<file path="src/sv/rgbkf_pkg.sv">
// Shared types and constants for the RGB 3x3 kernel filter.
// No dependencies; the other files that use it refer to this package by scoped names.
`default_nettype none
package rgbkf_pkg;

    localparam int MAX_WIDTH_DEFAULT = 1024;
    localparam int CFG_W             = 11;
    localparam int COORD_W           = 10;
    localparam int PIX_W             = 24;
    localparam int NTAPS             = 9;

    // register indexes of the write port
    localparam logic REG_KERNEL_MODE = 1'b0;
    localparam logic REG_IMAGE_SIZE  = 1'b1;

    localparam logic [2:0]  KERNEL_MODE_RESET = 3'd0;
    localparam logic [10:0] IMAGE_SIZE_RESET  = 11'd1024;

    localparam logic [2:0] MODE_BOX       = 3'd0;
    localparam logic [2:0] MODE_TRIM      = 3'd1;
    localparam logic [2:0] MODE_SHARP     = 3'd2;
    localparam logic [2:0] MODE_ROW_BLUR  = 3'd3;
    localparam logic [2:0] MODE_ROW_SHARP = 3'd4;

    // reciprocals for truncating division of small sums, scaled by 2^DIV_SHIFT
    localparam int          DIV_SHIFT = 16;
    localparam logic [13:0] RECIP9    = 14'd7282;
    localparam logic [13:0] RECIP7    = 14'd9363;

    typedef struct packed {
        logic [7:0] red;
        logic [7:0] green;
        logic [7:0] blue;
    } pixel_t;

    typedef struct packed {
        logic [9:0] out_row;
        logic [9:0] out_col;
        logic [7:0] out_red;
        logic [7:0] out_green;
        logic [7:0] out_blue;
        logic       last;
    } result_t;

    // what travels beside the kernel pipeline
    typedef struct packed {
        logic             iv;
        logic             bv;
        logic [9:0]       irow;
        logic [9:0]       icol;
        logic [9:0]       brow;
        logic [9:0]       bcol;
        logic [PIX_W-1:0] bpix;
    } tag_t;

endpackage
`default_nettype wire

</file>
<file path="src/sv/rgbkf_cell.sv">
// One window cell: holds a pixel and hands it to its neighbor on each shift.
// Depends on rgbkf_pkg.
`default_nettype none
module rgbkf_cell (
    input  wire logic                         clk,
    input  wire logic                         rst_n,
    input  wire logic                         shift,
    input  wire logic [rgbkf_pkg::PIX_W-1:0]  d,
    output logic      [rgbkf_pkg::PIX_W-1:0]  q
);

    logic [rgbkf_pkg::PIX_W-1:0] q_reg;

    always_ff @(posedge clk or negedge rst_n)
    begin
        if (!rst_n)
        begin
            q_reg <= '0;
        end
        else if (shift)
        begin
            q_reg <= d;
        end
    end

    assign q = q_reg;

endmodule
`default_nettype wire

</file>
<file path="config.mk">
export PLATFORM = sky130hd
export DESIGN_NAME = rgbkf_cell
export DESIGN_NICKNAME = d
export VERILOG_FILES = /design/src/sv/rgbkf_pkg.sv /design/src/sv/rgbkf_cell.sv
export SDC_FILE = /design/constraint.sdc
export NUM_CORES = 1
export LEC_CHECK = 0
export ABC_CLOCK_PERIOD_IN_PS = 800
export BUFFER_PORTS_ARGS = -buffer_cell sky130_fd_sc_hd__buf_4
export CAP_MARGIN = 20
export CORE_ASPECT_RATIO = 1.2
export CORE_MARGIN = 2
export CORE_UTILIZATION = 39
export DETAILED_ROUTE_END_ITERATION = 12
export HOLD_SLACK_MARGIN = 0.1
export PLACE_DENSITY = 0.73
export SLEW_MARGIN = 20
export SYNTH_ARGS = -nofsm -noshare
export SYNTH_HDL_FRONTEND = slang
export SYNTH_SLANG_ARGS = --single-unit
</file>
<file path="constraint.sdc">
create_clock -name clk -period 0.8 [get_ports clk]
set_input_delay 0 -clock clk [delete_from_list [all_inputs] [get_ports clk]]
set_output_delay 0 -clock clk [all_outputs]
set_load 0.03 [all_outputs]
</file>
; ---- Yosys cells after proc, flatten, opt, wreduce, memory -nomap -nowiden
; Index checks and enable logic that the tools add are counted.
; Widths: inputs -> output; s select.
[totals]
wordCells = 1
in_bits = 27
ff_bits = 24

; ---- Depth between registers and ports, before layout
[depth]
depth_word = 0
ltp_mapped = 3
ltp_nobuf = 1

; ---- Worst setup path after synthesis
; OpenSTA, ideal clock, no wires.
[synth_timing]
kind = reg-to-reg
startpoint = reg, netlist name q[10]
endpoint = reg q_reg (netlist bit q[10])
required_ps = 675
t_arrival_ps = 764
setup_slack_ps = -89
period_less_slack_ps = 889
n_path_buf = 0
path_stages_with_launch = 2
setup_ps = 125
path_cell_list = dfrtp_1 mux2_4
[synth_rtl]
columns = item, line_no
row1 = end signal: assignment, rgbkf_cell.sv:18  ; q_reg <= '0;
row2 = end signal: assignment, rgbkf_cell.sv:22  ; q_reg <= d;
row3 = end: declaration, rgbkf_cell.sv:12  ; logic [rgbkf_pkg::PIX_W-1:0] q_reg;

; ---- Final worst setup path
[layout_timing]
startpoint = reg q_reg (netlist bit q[18])
endpoint = out q[18] (netlist bit)
[layout_rtl]
columns = item, line_no
row1 = end: declaration, rgbkf_cell.sv:9  ; output logic [rgbkf_pkg::PIX_W-1:0] q
; No word-level cell between the ends.

==> impl_metrics.ini <==
[outcome]
status = finished, violations left
violations = negative setup slack

[critical_path]
cp-start-kind = register
path_cells = buf_6
worst_path_max_delay_cell = dfrtp_2
crit_family = flip-flops
path_class = register to primary output
critical_path_buf_inv_count = 1
critPathMaxStageDelay_ns = 0.44
required_ns = 0.80
startpoint = q[18]$_DFFE_PN0P_
critPathMaxFanout = 2
r2r_end = q[20]$_DFFE_PN0P_
endpoint_kind = primary output
r2r-start = q[20]$_DFFE_PN0P_
reg2reg_depth = 1
regToRegSetupSlack_ns = -0.01
crit_arrival_ns = 0.89

[power]
power.leakage_nw = 0.848
p_sw_mw = 0.855
netSwitchingFraction_pct = 28.9
power_density_nw_per_um2 = 1650
ir_drop_v = 0.00113
p_total_mw = 2.96
p_seq_share_pct = 49.1
clkPwrFrac_pct = 17.0
intPower_mw = 2.11
pwr-share-comb_pct = 33.9

[floorplan]
fp.dieArea_um2 = 2980
io-pin-count = 51
coreArea_um2 = 2480
initial_utilization_pct = 40.3
die_h_um = 59.4
rows = 20
die_x_um = 50.2

[synth]
ys_seq_area_share_pct = 60.2
synth_top_area_cell = dfrtp_1
postSynthAreaPerCell_um2 = 19.6
ys_ff_latch = 24
yosys_warnings = 0
synth_top_area_share_pct = 60.2
synth_nets = 78
netlist_area_um2 = 997
netlist_instances = 51
synth_top_cells_by_area = dfrtp_1 (60%), mux2_4 (30%), mux2_2 (4.5%)
synth_cell_types = 5

[grt]
met1_usage_pct = 19.6
overflow = 0
grt-busiest-layer = met2
grtUsageMet2_pct = 30.1
grt_pass1_wl_um = 3720
grt_pass1_vias = 824
grt_usage_pct = 16.9
grt_start_max_net_pins = 25
grt_antenna_before_repair = 0
met3_usage_pct = 4.29

[timing]
fmax_mhz = 1130
slew_viol_final = 0
grt_setup_unrepaired = true
fin_ws_ns = -0.0881
tightest_slew_ns = 0.300
final.period_utilization_pct = 111
fin_worst_skew_ns = 0
setup_violations = 34
period_needed_ns = 0.888
slew_headroom_pct = 80.0
timing_hold_violations_final = 0

[clock_tree]
cts_setup_buffers = 0
htreeDepth = 1
cts-root-buf = clkbuf_4
holdBufCountCts = 25
cts.sinks = 24
clk_pin_slew_ns = 0.12
cts_tree = built
clock_latency_ns = 0.30
numCtsBuffers = 3
cts_buffer_depth = 2

[drt]
wl_um = 2250
drcViolationCount = 0
ant_nets = 0
drt_iter0_markers = 5
wire_per_inst_um = 14.0
vias_per_cell = 4.43
num_vias = 713
first_pass_iters = 2

[layout]
nNetsFinal = 157
syn2layout_area_growth_pct = 80.4
fillers = 153
finish.instance_area_um2 = 1800
drive_above_1_share_pct = 80.5
largest_register_ffs = 24
num_antenna_cells = 0

[place]
dpl.hpwl_um = 1390
gp_congestion = 0.647
placed_area_um2 = 1430
io_buffers = 50
dp_slack_ns = 0.0194

[hold_path]
hold_end = q[23]$_DFFE_PN0P_
hold_path_class = input port to register
holdPathStages = 2
hold_start = shift

[run]
cap_violations = 0
## synth_stat cells
| library cell | number |
|---|---|
| mux2_2 | 4 |
| dfrtp_1 | 24 |
| buf_12 | 2 |
| mux2_4 | 20 |
| buf_6 | 1 |
## worst max path at each step
stage / endpoint / cells past startpoint
after global routing: q[14] / 1
after CTS: q[4] / 1
final: q[18] / 1
after detailed placement: q[4]$_DFFE_PN0P_ / 1
after floorplan: q[10]$_DFFE_PN0P_ / 1
after global placement: q[19]$_DFFE_PN0P_ / 1
## cell usage in the layout, fill, tap and decap left out, drive strengths merged
cell and count:
dfrtp 24, clkbuf 3, buf 52, mux2 24
dlygate4sd3 25
## metrics by stage
step                utilization [%]  hold slack, ns  instances  TNS, ns
floorplan                         -          -0.296         51    -1.26
global placement               57.8         -0.0905        133        0
detailed placement             57.8         -0.0832        133        0
CTS                            72.5          0.0231        161    -2.18
global route                   72.6          0.0217        161    -3.20
finish                         72.6          0.0349        161    -1.84
## layout make-up
| type | instances | area, um2 | share of cell area [%] |
|---|---|---|---|
| Multi-Input combinational cell | 24 | 349 | 19.4 |
| Clock buffer | 3 | 22.5 | 1.25 |
| Sequential cell | 24 | 631 | 35.0 |
| Tap cell | 33 | 41.3 | 2.29 |
| Timing Repair Buffer | 77 | 756 | 42.0 |
## routing by layer
metal  part of all wire [%]  vias up
li1                       -      331
met1                     39      346
met2                     54       34
met3                    6.7        2
met4                   0.76        0
met5                      0        -
## cell families after synthesis
group	share of synthesized area, %
mux	34.6
buf+inv	5.14
flops	60.2
## what timing repair did
action                                  4_1_cts  5_1_grt
endpoints found under the setup margin       24       46
hold endpoints to repair                     48        4
cloned                                        0        0
resized for setup                            24        1
## power groups by stage
| stage | clock network, mW | registers [mW] | logic [mW] |
|---|---|---|---|
| 2_1_floorplan | 0 | 1.69 | 0.238 |
| 3_3_place_gp | 0 | 1.44 | 0.816 |
| 3_5_place_dp | 0 | 1.45 | 0.829 |
| 4_1_cts | 0.535 | 1.45 | 1.00 |
| 5_1_grt | 0.589 | 1.47 | 1.05 |
| 6_report | 0.505 | 1.45 | 1.00 |
Power figures use the tool's default switching activity.
