`config.mk`:
```
export PLATFORM = sky130hd
export DESIGN_NAME = rgbkf_kernel
export DESIGN_NICKNAME = d
export VERILOG_FILES = /design/src/sv/rgbkf_pkg.sv /design/src/sv/rgbkf_kernel.sv
export SDC_FILE = /design/constraint.sdc
export NUM_CORES = 2
export LEC_CHECK = 0
export BUFFER_PORTS_ARGS = -buffer_cell sky130_fd_sc_hd__buf_2
export CELL_PAD_IN_SITES_DETAIL_PLACEMENT = 1
export CELL_PAD_IN_SITES_GLOBAL_PLACEMENT = 1
export CORE_MARGIN = 5
export CORE_UTILIZATION = 45
export CTS_BUF_LIST = sky130_fd_sc_hd__clkbuf_16
export DETAILED_ROUTE_END_ITERATION = 8
export PLACE_DENSITY = 0.71
export SYNTH_ARGS = -nofsm -noshare
export SYNTH_HDL_FRONTEND = slang
export SYNTH_SLANG_ARGS = --single-unit
```
`constraint.sdc`:
```
create_clock -name clk -period 51.4 [get_ports clk]
set_input_delay 10.28 -clock clk [delete_from_list [all_inputs] [get_ports clk]]
set_output_delay 10.28 -clock clk [all_outputs]
set_load 0.03 [all_outputs]
```
`src/sv/rgbkf_pkg.sv`:
```
// Shared types and constants for the RGB 3x3 kernel filter.
// No dependencies; the other files that use it refer to this package by scoped names.
`default_nettype none
package rgbkf_pkg;

    localparam int MAX_WIDTH_DEFAULT = 1024;
    localparam int CFG_W             = 11;
    localparam int COORD_W           = 10;
    localparam int PIX_W             = 24;
    localparam int NTAPS             = 9;

    // register indexes of the write port
    localparam logic REG_KERNEL_MODE = 1'b0;
    localparam logic REG_IMAGE_SIZE  = 1'b1;

    localparam logic [2:0]  KERNEL_MODE_RESET = 3'd0;
    localparam logic [10:0] IMAGE_SIZE_RESET  = 11'd1024;

    localparam logic [2:0] MODE_BOX       = 3'd0;
    localparam logic [2:0] MODE_TRIM      = 3'd1;
    localparam logic [2:0] MODE_SHARP     = 3'd2;
    localparam logic [2:0] MODE_ROW_BLUR  = 3'd3;
    localparam logic [2:0] MODE_ROW_SHARP = 3'd4;

    // reciprocals for truncating division of small sums, scaled by 2^DIV_SHIFT
    localparam int          DIV_SHIFT = 16;
    localparam logic [13:0] RECIP9    = 14'd7282;
    localparam logic [13:0] RECIP7    = 14'd9363;

    typedef struct packed {
        logic [7:0] red;
        logic [7:0] green;
        logic [7:0] blue;
    } pixel_t;

    typedef struct packed {
        logic [9:0] out_row;
        logic [9:0] out_col;
        logic [7:0] out_red;
        logic [7:0] out_green;
        logic [7:0] out_blue;
        logic       last;
    } result_t;

    // what travels beside the kernel pipeline
    typedef struct packed {
        logic             iv;
        logic             bv;
        logic [9:0]       irow;
        logic [9:0]       icol;
        logic [9:0]       brow;
        logic [9:0]       bcol;
        logic [PIX_W-1:0] bpix;
    } tag_t;

endpackage
`default_nettype wire

```
`src/sv/rgbkf_kernel.sv`:
```
// Three-stage 3x3 kernel datapath: intensity min/max, channel sums, divide and clamp.
// Depends on rgbkf_pkg.
`default_nettype none
module rgbkf_kernel (
    input  wire logic                                      clk,
    input  wire logic                                      rst_n,
    input  wire logic                                      en,
    input  wire logic [2:0]                                mode,
    input  wire logic                                      in_valid,
    input  wire rgbkf_pkg::tag_t                           in_tag,
    input  wire logic [rgbkf_pkg::NTAPS-1:0][rgbkf_pkg::PIX_W-1:0] in_pix,
    output logic                                           out_valid,
    output rgbkf_pkg::tag_t                                out_tag,
    output logic      [rgbkf_pkg::PIX_W-1:0]               out_pix
);

    logic                                                   k1_valid_reg;
    rgbkf_pkg::tag_t                                        k1_tag_reg;
    logic [rgbkf_pkg::NTAPS-1:0][rgbkf_pkg::PIX_W-1:0]      k1_pix_reg;

    logic                                                   k2_valid_reg;
    rgbkf_pkg::tag_t                                        k2_tag_reg;
    logic [rgbkf_pkg::NTAPS-1:0][rgbkf_pkg::PIX_W-1:0]      k2_pix_reg;
    logic [3:0]                                             k2_lo_reg;
    logic [3:0]                                             k2_hi_reg;
    logic [3:0]                                             k2_lo_next;
    logic [3:0]                                             k2_hi_next;

    logic                                                   k3_valid_reg;
    rgbkf_pkg::tag_t                                        k3_tag_reg;
    logic [2:0][12:0]                                       k3_s_reg;
    logic [2:0][12:0]                                       k3_s_next;

    always_ff @(posedge clk or negedge rst_n)
    begin
        if (!rst_n)
        begin
            k1_valid_reg <= 1'b0;
            k2_valid_reg <= 1'b0;
            k3_valid_reg <= 1'b0;
        end
        else if (en)
        begin
            k1_valid_reg <= in_valid;
            k2_valid_reg <= k1_valid_reg;
            k3_valid_reg <= k2_valid_reg;
        end
    end

    always_ff @(posedge clk)
    begin
        if (en)
        begin
            k1_tag_reg <= in_tag;
            k1_pix_reg <= in_pix;
            k2_tag_reg <= k1_tag_reg;
            k2_pix_reg <= k1_pix_reg;
            k2_lo_reg  <= k2_lo_next;
            k2_hi_reg  <= k2_hi_next;
            k3_tag_reg <= k2_tag_reg;
            k3_s_reg   <= k3_s_next;
        end
    end

    // min keeps the later pixel on ties, max the earlier
    always_comb
    begin
        logic [9:0] t;
        logic [9:0] lo_val;
        logic [9:0] hi_val;
        lo_val     = {2'b0, k1_pix_reg[0][23:16]} + {2'b0, k1_pix_reg[0][15:8]}
                   + {2'b0, k1_pix_reg[0][7:0]};
        hi_val     = lo_val;
        k2_lo_next = 4'd0;
        k2_hi_next = 4'd0;
        for (int i = 1; i < rgbkf_pkg::NTAPS; i++)
        begin
            t = {2'b0, k1_pix_reg[i][23:16]} + {2'b0, k1_pix_reg[i][15:8]}
              + {2'b0, k1_pix_reg[i][7:0]};
            if (t <= lo_val)
            begin
                lo_val     = t;
                k2_lo_next = 4'(i);
            end
            if (t > hi_val)
            begin
                hi_val     = t;
                k2_hi_next = 4'(i);
            end
        end
    end

    always_comb
    begin
        logic [12:0] v [rgbkf_pkg::NTAPS];
        logic [12:0] sum;
        logic [12:0] drop;
        for (int ch = 0; ch < 3; ch++)
        begin
            sum = '0;
            for (int i = 0; i < rgbkf_pkg::NTAPS; i++)
            begin
                v[i] = {5'b0, k2_pix_reg[i][8*ch +: 8]};
                sum  = sum + v[i];
            end
            drop = v[k2_lo_reg] + v[k2_hi_reg];
            case (mode)
                rgbkf_pkg::MODE_BOX:       k3_s_next[ch] = sum;
                rgbkf_pkg::MODE_TRIM:      k3_s_next[ch] = sum - drop;
                rgbkf_pkg::MODE_SHARP:     k3_s_next[ch] = (v[4] << 3) + (v[4] << 1) - sum;
                rgbkf_pkg::MODE_ROW_BLUR:  k3_s_next[ch] = v[3] + (v[4] << 1) + v[5];
                rgbkf_pkg::MODE_ROW_SHARP: k3_s_next[ch] = (v[4] << 1) + v[4] - v[3] - v[5];
                default:                   k3_s_next[ch] = v[4];
            endcase
        end
    end

    always_comb
    begin
        logic [25:0] prod;
        logic [12:0] q;
        for (int ch = 0; ch < 3; ch++)
        begin
            prod = '0;
            case (mode)
                rgbkf_pkg::MODE_BOX:
                begin
                    prod = k3_s_reg[ch][11:0] * rgbkf_pkg::RECIP9;
                    q    = {3'b0, prod[rgbkf_pkg::DIV_SHIFT +: 10]};
                end
                rgbkf_pkg::MODE_TRIM:
                begin
                    prod = k3_s_reg[ch][11:0] * rgbkf_pkg::RECIP7;
                    q    = {3'b0, prod[rgbkf_pkg::DIV_SHIFT +: 10]};
                end
                rgbkf_pkg::MODE_ROW_BLUR: q = {2'b0, k3_s_reg[ch][12:2]};
                default:                  q = k3_s_reg[ch];
            endcase
            if (q[12])
            begin
                out_pix[8*ch +: 8] = 8'd0;
            end
            else if (q[11:8] != 4'd0)
            begin
                out_pix[8*ch +: 8] = 8'd255;
            end
            else
            begin
                out_pix[8*ch +: 8] = q[7:0];
            end
        end
    end

    assign out_valid = k3_valid_reg;
    assign out_tag   = k3_tag_reg;

endmodule
`default_nettype wire

```
Word level (Yosys, flattened, before mapping). Index checks and enable logic that the tools add are counted.

Register bits: 680. Bits of input ports: 289. Output and inout port bits: 91. Word-level logic and storage cells: 208.

Add/subtract/negate cells: 69. Multipliers: 6. Magnitude comparators: 18. Eq/ne operators: 4. Multiplexer cells: 58. Bitwise operators: 2. Reduce and logical (&&, ||, !) cells: 4.

Operators with widths (number): $bmux W13 S4 (6); $pmux W13 S5 (3); $mux W13 (12); $add A9 B8 Y10 (15); $mux W10 (14); $add A13 B8 Y13 (9); $pmux W13 S3 (3); $add A8 B8 Y9 (12); $gt A10 B10 Y1 (8); $le A10 B10 Y1 (8); $mul A12 B14 Y26 const B (3); $mul A12 B12 Y24 const B (3); $add A10 B8 Y11 (6); $mux W8 (6); $mux W4 (11); $add A12 B8 Y13 (3); $add A13 B13 Y13 (3); $sub A12 B13 Y13 (3); $sub A13 B13 Y13 (3); $add A11 B8 Y12 (3); $add A11 B9 Y12 (3); $sub A11 B9 Y12 (3); $sub A10 B8 Y11 (3); $add A8 B9 Y10 (3); other kinds (9) (15).

Logic depth before layout (Yosys ltp).
Depth after elaboration: 17. Mapped depth: 101.

Worst setup path after synthesis. No wires, ideal clock.

Kind: input -> output. Start point: in mode[0]. End point: out out_pix[15] (netlist name). Data arrival time: 12.212 ns. Data required time: 41.120 ns. Slack: 28.908 ns. Stages on the path: 7. Buffers on the path: 3. Cells stage by stage: clkbuf_1 > nand2_1 > nor2_1 > clkbuf_1 > clkbuf_1 > o21ai_0 > a31oi_1.

Word-level cells in the longest chain between the ends: 5. Elaborated cells between the ends (all ways): 7. Those cells by class: 2 x eq/ne; 3 x mux; 2 x reduce/logical.

RTL lines: start, declared (line rgbkf_kernel.sv:8) `input wire logic [2:0] mode,`; $eq A3 B2 Y1, or another cell as far along (line rgbkf_kernel.sv:125) `case (mode)`; $pmux W13 S3 * (line rgbkf_kernel.sv:125); $reduce_bool A4 Y1 (line rgbkf_kernel.sv:143) `else if (q[11:8] != 4'd0)`; $mux W8 (line rgbkf_kernel.sv:143); $mux W8 * (line rgbkf_kernel.sv:139) `if (q[12])`; end, declared (line rgbkf_kernel.sv:14) `output logic [rgbkf_pkg::PIX_W-1:0] out_pix`.

Every way passes the cells marked *; elsewhere a longest branch is shown, timed or not.

Worst setup path after layout.
Start point: in mode[0]. End point: out out_pix[17] (netlist name).

Same word-level chain as after synthesis.

==> run summary <==
Setup repair after global routing left no endpoint under its margin. The setup check on the worst reg-to-reg path leaves a slack of 30.01 ns. The worst setup path is captured at a primary output. The final period demand of the worst path came out at 24.16 ns.

The logs give 133 for the row count and 181 for the pin count of the biggest net entering global routing. For the worst setup path, the data arrival time is 13.88 ns. For this configuration, the core starts out at a cell density of 45.09%. In this run the critical register-to-register path is captured at k2_lo_reg[2].

Summed over all instances, the cell type with the most area after synthesis is sky130_fd_sc_hd__edfxtp_1. The area added between synthesis and finish was 11.08%; the area of the die was 138600 um2. The run gives 35360 um2 as the combined area of the multi-input logic cells. For the number of antenna-violating nets in the routed design, the log shows 0.

The die is 372.2 um wide. Detailed placement finished with a half-perimeter wire length of 156800 um. The post-route clock skew came out at 0.03674 ns. The clock reaches the later pin of the worst-skew pair after 0.70 ns.

Sum of overflow across all layers after global routing: 0. The number of cells traversed by the worst register-to-register path works out to 88. The worst setup path startpoint is mode[0]. The clock passes through at most 3 buffers.

Of all nets on the critical path, the largest fanout is 29. The CTS H-tree depth is 3, and the average detailed-routed wire length per instance is 26.33 um. The tools report the total of warnings raised by yosys as 0.

For this run, asynchronously set or reset flops after synthesis account for 0.4412%. The number of DRC markers after the initial detailed-route iteration came out at 3299. Sequential cells were found to cover 34.56% of the synthesized design area. The pre-antenna-repair detailed-routing pass consisted of 6 iterations. For the number of ports placed on the die boundary, the log shows 380. The path class of the tightest hold or removal check is flip-flop to flip-flop. OpenSTA, run right after detailed placement, puts the worst setup slack at 27.25 ns. The first-pass GRT wire length is 281500 um. Measured against its own limit, the worst slew margin works out to 11.49%. The top cell type's share of synthesized area is 34.43%, and the routed via count is 41040. The tree is rooted in a sky130_fd_sc_hd__clkbuf_16. For the number of global-route vias before repair, the log shows 44350. Leaving out fill and tap cells, the most frequent cells in the layout are sky130_fd_sc_hd__ha_1 (827), sky130_fd_sc_hd__inv_1 (795), sky130_fd_sc_hd__edfxtp_1 (677), sky130_fd_sc_hd__fa_1 (495), sky130_fd_sc_hd__buf_2 (378). At the end of routability-driven placement, the weighted congestion stood at 0.9424. In the post-synthesis netlist, the biggest area contributors are sky130_fd_sc_hd__edfxtp_1 (34%), sky130_fd_sc_hd__ha_1 (18%), sky130_fd_sc_hd__fa_1 (17%). The logs give 0 for the number of setup buffers added after CTS and 0 ns for the sum of negative setup slack. The flow ran to the end, and the final reports show no timing, DRC or antenna violations. For this run, design rule violations remaining after detail routing come to 0. Using the TritonRoute via totals, the vias-per-cell ratio works out to 5.724.

The run gives 63070 um2 as the placed standard-cell area. The critical path in this run is classified as input port to primary output. The die height is 372.2 um, and the post-layout instance area is 65590 um2. The tools report the number of hold violations in the final report as 0. In the final layout, flip-flops and latches occupy 20400 um2.

Yosys mapped a number of flops with a built-in enable equal to 677. TritonCTS built the clock tree. The tools report the count of cell types in the netlist as 107. The cell area that synthesis handed to floorplanning was 59050 um2. The synthesis-stage register bit count works out to 680. Global routing consumed, over all layers together, 27.48% of the routing resources.

The run gives 0 as the number of hold buffers added after cts. The average size of a mapped cell is 11.91 um2. Following the worst setup path forward leads to its endpoint at out_pix[17]. The register clock-pin slew on the reported worst setup and hold paths is 0.06 ns. At the worst endpoint, the required time is 41.12 ns.

Synthesis handed over a netlist of 4956 instances. The main flop type after synthesis was sky130_fd_sc_hd__edfxtp_1. In this run, CTS created clock tree buffers numbering 74. The worst register-to-register path begins at k1_pix_reg[26].

The slew at the pin closest to its max-slew limit was 1.314 ns. The region available for standard cell placement spans 131000 um2. The count of buffers added on input and output ports is 379.

In the finished design, the share of the clock period the worst path needs comes to 47.01%. The library cell used most frequently in the layout, excluding fill and tap cells, is sky130_fd_sc_hd__ha_1. Max-cap violations in this run came to 0. The final worst-path setup slack is 27.24 ns, and the final setup violation count is 0. The run gives 0 as the max-slew violation count. For this run, the post-layout net count is 6962. In the final layout, the share of cells above drive strength 1 is 12.99%. The highest clock frequency the design can meet was 41.39 MHz. The clock drives 680 sinks.

The total wirelength of the detailed-routed design was 188800 um; the post-synthesis net count was 6567. For the post-CTS resize count, the log shows 0. STA classifies the critical path startpoint as an input port. The tools report the initial antenna violation count as 4. The tools report the number of fillers in the final layout as 13900.
==> routing by layer <==
| layer | GRT usage, % | share of wire [%] |
|---|---|---|
| met2 | 45.93 | 48 |
| met3 | 3.190 | 5.7 |
| met1 | 35.90 | 41 |
| met4 | 12.88 | 5.5 |
| met5 | 0 | 0.0058 |
==> cells by family after synthesis <==
| group | share of synthesized area (%) |
|---|---|
| flops | 34.56 |
| xor+xnor | 3.498 |
| compound gates | 11.02 |
| mux | 5.634 |
| fa+ha+maj | 34.36 |
| buf+inv | 5.613 |
| simple gates | 5.316 |
==> worst min-delay path by stage <==
| stage | endpoint | slack (ns) | from | cells after the start |
|---|---|---|---|---|
| global route | out_tag[58] | 0.42 | k2_tag_reg[58] | 0 |
| finish | out_tag[43] | 0.41 | k2_tag_reg[43] | 0 |
| CTS | out_tag[43] | 0.42 | k2_tag_reg[43] | 0 |
| detailed placement | out_tag[58] | 0.41 | k2_tag_reg[58] | 0 |
| floorplan | k2_tag_reg[0] | 0.40 | k1_tag_reg[0] | 0 |
| global placement | k2_tag_reg[48] | 0.40 | k1_tag_reg[48] | 0 |
==> synth_stat cells (19+ instances only) <==
cell,count
sky130_fd_sc_hd__ha_1,827
sky130_fd_sc_hd__inv_1,781
sky130_fd_sc_hd__edfxtp_1,677
sky130_fd_sc_hd__fa_1,495
sky130_fd_sc_hd__a21oi_1,270
sky130_fd_sc_hd__o21ai_0,212
sky130_fd_sc_hd__nand2_1,178
sky130_fd_sc_hd__xnor2_1,168
sky130_fd_sc_hd__nor2_1,156
sky130_fd_sc_hd__a21o_1,135
sky130_fd_sc_hd__mux4_2,97
sky130_fd_sc_hd__o21bai_1,76
sky130_fd_sc_hd__mux2i_1,73
sky130_fd_sc_hd__xor2_1,66
sky130_fd_sc_hd__clkbuf_1,62
sky130_fd_sc_hd__nor2b_1,58
sky130_fd_sc_hd__o21a_1,56
sky130_fd_sc_hd__nor3_1,44
sky130_fd_sc_hd__a31oi_1,41
sky130_fd_sc_hd__nand2b_1,41
sky130_fd_sc_hd__nand3_1,40
sky130_fd_sc_hd__mux2_2,29
sky130_fd_sc_hd__a222oi_1,22
sky130_fd_sc_hd__a211oi_1,21
sky130_fd_sc_hd__nand4_1,21
sky130_fd_sc_hd__o22ai_1,21
sky130_fd_sc_hd__buf_1,20
sky130_fd_sc_hd__a22oi_1,19
==> worst max-delay path, stage by stage <==
cell and delay (ns):
sky130_fd_sc_hd__buf_2 0.52, sky130_fd_sc_hd__clkinv_1 0.74, sky130_fd_sc_hd__nor2_1 0.72, sky130_fd_sc_hd__nand2_1 0.39, sky130_fd_sc_hd__buf_4 0.35, sky130_fd_sc_hd__or3_1 0.39, sky130_fd_sc_hd__a31oi_1 0.23, sky130_fd_sc_hd__buf_2 0.24
==> per-stage QoR <==
step / util, % / std cells / hold slack [ns]
after global placement: 48.16 / 7030 / 0.4003
after floorplan: - / 4956 / 0.4003
after CTS: 50.07 / 7166 / 0.4156
after detailed placement: 48.16 / 7030 / 0.4052
final: 50.08 / 7170 / 0.4121
after global routing: 50.08 / 7167 / 0.4186
==> cell type report <==
cell class	instances	area share, %
multi-input cells	3401	53.91
flip-flops and latches	680	31.11
inverters	784	4.487
well taps	1755	3.348
repair buffers	410	3.300
clock buffers	74	2.823
clock inverters	62	1.005
diodes	4	0.01526
Power is not shown: default switching activity piles up to over one toggle a cycle in this logic, so the estimate is an artifact.
